===== src/rtl/mwo_pkg.sv =====
`timescale 1ns / 1ps
package mwo_pkg;

  localparam int PHASE_BITS_DEF     = 32;
  localparam int SINE_ADDR_BITS_DEF = 10;
  localparam int HARMONICS_DEF      = 49;
  localparam int SAMPLE_BITS_DEF    = 16;

  localparam int CFG_W   = 32;
  localparam int CFG_IDX_W = 1;
  localparam logic [CFG_IDX_W-1:0] REG_SILENCE = 1'd0;
  localparam logic [CFG_IDX_W-1:0] REG_SEED    = 1'd1;

  localparam logic [31:0] SILENCE_RESET = 32'd97392;
  localparam logic [31:0] SEED_RESET    = 32'd1;
  localparam logic [31:0] LFSR_MASK     = 32'h80200003;
  localparam logic [29:0] TWO_OVER_PI_Q30 = 30'd683565276;
  localparam logic [30:0] HALF_PI_Q30     = 31'd1686629713;

  localparam int MAX_HARM = 63;
  localparam int HARM_IDX_W = 6;

  typedef enum logic [2:0] {
    FN_SINE   = 3'd0,
    FN_SQUARE = 3'd1,
    FN_TRI    = 3'd2,
    FN_HSAW   = 3'd3,
    FN_RAMP   = 3'd4,
    FN_NOISE  = 3'd5,
    FN_ZERO6  = 3'd6,
    FN_ZERO7  = 3'd7
  } func_t;

  typedef enum logic [3:0] {
    ST_IDLE,
    ST_MUL,
    ST_LOOK,
    ST_SIMPLE,
    ST_HARM,
    ST_HSUM,
    ST_ROUND,
    ST_NOISE,
    ST_OUT
  } state_t;

  // commands from controller to datapath
  typedef struct packed {
    logic load;       // capture input item, bump counter
    logic mul;        // form phase
    logic harm_clr;   // clear harmonic accumulator
    logic harm_step;  // add one harmonic term
    logic harm_fin;   // round accumulated sum
    logic noise_step; // one lfsr step
    logic simple;     // compute direct waveform
  } dp_cmd_t;

  typedef struct packed {
    logic harm_last;
    logic noise_last;
    logic silent;
    func_t func;
  } dp_sts_t;

  // harmonic weight round(2^30*2/pi/n)
  function automatic logic [29:0] harm_weight(input logic [HARM_IDX_W-1:0] n);
    logic [30:0] t;
    begin
      if (n == '0) begin
        harm_weight = '0;
      end else begin
        t = ({1'b0, TWO_OVER_PI_Q30} + 31'(n >> 1)) / 31'(n);
        harm_weight = t[29:0];
      end
    end
  endfunction

  // quarter sine table entry, computed with a fixed point series
  function automatic logic [23:0] rom_value(input int k, input int abits, input int sbits);
    logic [63:0] x, x2, h, s, a, fs1;
    int divs [6];
    begin
      divs[0] = 156; divs[1] = 110; divs[2] = 72;
      divs[3] = 42; divs[4] = 20; divs[5] = 6;
      fs1 = (64'd1 << (sbits - 1)) - 64'd1;
      x = (64'(HALF_PI_Q30) * (64'(2 * k) + 64'd1)) >> (abits + 1);
      x2 = (x * x) >> 30;
      h = 64'd1 << 30;
      for (int i = 0; i < 6; i++) begin
        h = (64'd1 << 30) - (((x2 * h) >> 30) / 64'(divs[i]));
      end
      s = (x * h) >> 30;
      a = (s * fs1 + (64'd1 << 29)) >> 30;
      if (a > fs1) a = fs1;
      rom_value = a[23:0];
    end
  endfunction

endpackage


===== src/rtl/mwo_ctrl.sv =====
`timescale 1ns / 1ps
module mwo_ctrl (
  input  logic              clk,
  input  logic              rst_n,
  input  logic              in_valid,
  output logic              in_ready,
  output logic              out_valid,
  input  logic              out_ready,
  input  mwo_pkg::dp_sts_t  sts,
  output mwo_pkg::dp_cmd_t  cmd
);

  mwo_pkg::state_t state_r, state_nxt;

  always_ff @(posedge clk) begin
    if (!rst_n) begin
      state_r <= mwo_pkg::ST_IDLE;
    end else begin
      state_r <= state_nxt;
    end
  end

  always_comb begin
    state_nxt = state_r;
    case (state_r)
      mwo_pkg::ST_IDLE: begin
        if (in_valid) state_nxt = mwo_pkg::ST_MUL;
      end
      mwo_pkg::ST_MUL: begin
        if (sts.silent) state_nxt = mwo_pkg::ST_LOOK;
        else if (sts.func == mwo_pkg::FN_HSAW) state_nxt = mwo_pkg::ST_HARM;
        else if (sts.func == mwo_pkg::FN_NOISE) state_nxt = mwo_pkg::ST_NOISE;
        else state_nxt = mwo_pkg::ST_LOOK;
      end
      // table read of the base phase
      mwo_pkg::ST_LOOK: state_nxt = mwo_pkg::ST_SIMPLE;
      mwo_pkg::ST_SIMPLE: state_nxt = mwo_pkg::ST_OUT;
      mwo_pkg::ST_HARM: begin
        if (sts.harm_last) state_nxt = mwo_pkg::ST_HSUM;
      end
      // last term enters the accumulator
      mwo_pkg::ST_HSUM: state_nxt = mwo_pkg::ST_ROUND;
      mwo_pkg::ST_ROUND: state_nxt = mwo_pkg::ST_OUT;
      mwo_pkg::ST_NOISE: begin
        if (sts.noise_last) state_nxt = mwo_pkg::ST_OUT;
      end
      mwo_pkg::ST_OUT: begin
        // accept the next item as soon as the result has been taken
        if (out_ready) state_nxt = mwo_pkg::ST_IDLE;
      end
      default: state_nxt = mwo_pkg::ST_IDLE;
    endcase
  end

  always_comb begin
    cmd = '0;
    in_ready = 1'b0;
    out_valid = 1'b0;
    case (state_r)
      mwo_pkg::ST_IDLE: begin
        in_ready = 1'b1;
        cmd.load = in_valid;
      end
      mwo_pkg::ST_MUL: begin
        cmd.mul = 1'b1;
        cmd.harm_clr = 1'b1;
      end
      mwo_pkg::ST_SIMPLE: cmd.simple = 1'b1;
      mwo_pkg::ST_HARM: cmd.harm_step = 1'b1;
      mwo_pkg::ST_ROUND: cmd.harm_fin = 1'b1;
      mwo_pkg::ST_NOISE: cmd.noise_step = 1'b1;
      mwo_pkg::ST_OUT: out_valid = 1'b1;
      default: ;
    endcase
  end

endmodule


===== config.mk =====
export PLATFORM = sky130hd
export DESIGN_NAME = mwo_ctrl
export DESIGN_NICKNAME = d
export VERILOG_FILES = /design/src/rtl/mwo_pkg.sv /design/src/rtl/mwo_ctrl.sv
export SDC_FILE = /design/constraint.sdc
export NUM_CORES = 1
export LEC_CHECK = 0
export ABC_AREA = 1
export BUFFER_PORTS_ARGS = -buffer_cell sky130_fd_sc_hd__buf_2
export CELL_PAD_IN_SITES_DETAIL_PLACEMENT = 0
export CELL_PAD_IN_SITES_GLOBAL_PLACEMENT = 1
export CORE_UTILIZATION = 30
export CTS_BUF_LIST = sky130_fd_sc_hd__clkbuf_8
export DETAILED_ROUTE_END_ITERATION = 10
export PLACE_DENSITY_LB_ADDON = 0.1
export SLEW_MARGIN = 20
export SYNTH_ARGS = -nofsm -noshare
export SYNTH_HDL_FRONTEND = slang
export SYNTH_SLANG_ARGS = --single-unit

===== constraint.sdc =====
create_clock -name clk -period 2.74 [get_ports clk]
set_input_delay 0.411 -clock clk [delete_from_list [all_inputs] [get_ports clk]]
set_output_delay 0.411 -clock clk [all_outputs]
set_load 0.01 [all_outputs]

==> run_results.csv <==
group,metric,value,unit
sta,post-route-period-util,56.3,%
cells_and_area,final_util,46.3,%
grt,antenna_found_initial,0,
cells_and_area,drive_above_1_share,31.6,%
grt,first_global_vias,394,
clocking,insertion_delay,210,ps
placed_design,numPortBuffers,18,
yosys,ys_top_cells_by_area,"nand2_1 (20%), dfxtp_1 (20%), nor2_1 (14%)",
grt,grt_pass1_wl,1450,µm
cells_and_area,largest_reg_flops,4,
die,initial_utilization,34.4,%
critical_path,critPathLaunchType,"register",
clocking,numClockSinks,4,
critical_path,cp_data_required_time,2330,ps
sta,drv_slew,0,
run_status,status,"finished, final reports clean",
die,dieArea,1510,µm²
die,ios,19,
clocking,cts.clk_slew.worst_paths,30,ps
yosys,ys_types,14,
die,die_w,38.9,µm
drt,first_pass_iters,1,
yosys,ys_seq_area_share,19.6,%
grt,grt_max_degree,6,
hold_path,hold_class,"in -> reg",
clocking,numCtsBuffers,3,
power_and_ir_drop,p_int,0.270,mW
drt,first_iter_violations,0,
cells_and_area,syn2layout_area_growth,34.7,%
sta,clock_skew,1.52,ps
drt,viasPerCell,4.19,
sta,layout_min_cycle_time,1540,ps
yosys,synth_area_leader_cell,"nand2_1",
clocking,cts_setup_buffers,0,
drt,vias,457,
power_and_ir_drop,comb_power_share,54.8,%
critical_path,arrival,1130,ps
cells_and_area,diodes,0,
drt,routed_wl,873,µm
clocking,cts.repair.resized,0,
yosys,yosys.area.top_type_share,20.2,%
sta,hold_ws,414,ps
drt,drc,0,
power_and_ir_drop,power_frac_seq,20.8,%
sta,rsz0062_at_grt,"false",
cells_and_area,reg_top3,"state_r: 4 flops",
yosys,synth-seq-cells,4,
power_and_ir_drop,power_frac_clock,24.4,%
critical_path,worstPathMaxFanout,5,
sta,final-hold-violation-count,0,
clocking,cts_max_path_buffers,2,
power_and_ir_drop,p_sw,0.212,mW
critical_path,crit_path_end_kind,"output pin",
drt,ant_nets,0,
yosys,synth_cells,75,
sta,finalSetupViolCount,0,
placed_design,hpwlAfterDp,797,µm
clocking,cts_hold_buf,0,
cells_and_area,regMostFlops,"state_r",
yosys,netlist_area,408,µm²
clocking,h-tree-depth,1,
drt,avgRoutedWirePerCell,8.01,µm
die,die_y,38.9,µm
power_and_ir_drop,peakVddDrop,0.000450,V
sta,slew-limit-headroom,82.2,%
yosys,ys.warnings.count,0,
clocking,clockRootBuffer,"clkbuf_8",
placed_design,gp_congestion,0.700,
grt,grt_use_total,14.3,%
power_and_ir_drop,powerDensity,877,nW/µm²
yosys,synth_area_per_cell,5.44,µm²
cells_and_area,final_nets,107,
sta,worst_slew_pin_slew,266,ps
die,coreArea,1190,µm²
grt,grt_overflow_total,0,
clocking,cts_tree,"yes",
power_and_ir_drop,p_leak,0.366,nW
run,drv_cap,0,
power_and_ir_drop,p_sw_share,44.0,%
die,rows,12,
sta,fmax,648,MHz
sta,setup-tns-final,0,ps
yosys,synth_nets,85,
critical_path,crit_type,"reg -> out",
-- cells in the final DEF (no fill, tap or decap) --
cell type and n:
nor3_1 1, inv_1 14, nand3b_4 1, nand3_2 1, nand3_1 5, dfxtp_1 4
nor2_4 2, nor2_1 15, nor2_2 2, buf_2 18, a21oi_1 4, inv_2 2
clkbuf_8 3, nand2_1 22, nand2_2 1
-- final cells by class --
cell class / instances / area, µm²
repair buffers: 18 / 90.1
clock buffers: 3 / 41.3
well taps: 14 / 17.5
multi-input cells: 54 / 260
inverters: 16 / 60.1
fillers: 137 / 637
flip-flops and latches: 4 / 80.1
-- synthesized netlist by cell type, drive strengths merged --
master	number
inv	16
nor3	1
dfxtp	4
a21oi	4
nand3	6
nand3b	1
nand2	23
buf	1
nor2	19
-- power by group through the flow --
stage / clock network, mW / registers [mW] / logic [mW]
global placement: 0 / 0.101 / 0.274
global route: 0.125 / 0.104 / 0.304
finish: 0.118 / 0.100 / 0.264
detailed placement: 0 / 0.101 / 0.268
floorplan: 0 / 0.0972 / 0.205
CTS: 0.121 / 0.100 / 0.269
-- worst paths after layout --
check	start	cells after the start	endpoint	slack [ps]
worst min register to register	state_r[3]	2	state_r[3]	560
worst max register to register	state_r[3]	7	state_r[0]	1570
worst min-delay path	rst_n	3	state_r[1]	410
worst max-delay path	state_r[0]	4	cmd[6]	1200
-- worst max-delay path, cell delays in order, from the launching register on --
cell	delay, ps
dfxtp_1	330
nor2_1	230
nand2_1	130
nor2_1	100
buf_2	130
-- cells by family (layout without fill, tap and decap cells) --
kind of cell	count (synthesis)	after routing	synth area share, %
flops	4	4	19.6
compound gates	4	4	4.91
simple gates	50	50	58.9
buf+inv	17	37	16.6
-- per-layer routing --
layer	vias to the layer above	part of all wire, %	wire length [µm]	GRT usage (%)
met1	177	51	448	18.9
li1	264	-	-	-
met3	2	5.3	46	3.47
met2	14	42	369	22.1
met4	0	1.0	9	5.17
met5	-	0	0	0
-- stage by stage --
stage                     worst slack [ps]  area [µm²]  std cells  power (mW)
after floorplan                       1510         408         75       0.303
after global placement                1440         508        106       0.374
after detailed placement              1410         508        106       0.369
after CTS                             1180         549        109       0.489
after global routing                  1080         549        109       0.533
final                                 1200         549        109       0.482
No activity file was read; power rests on OpenSTA's default activity.
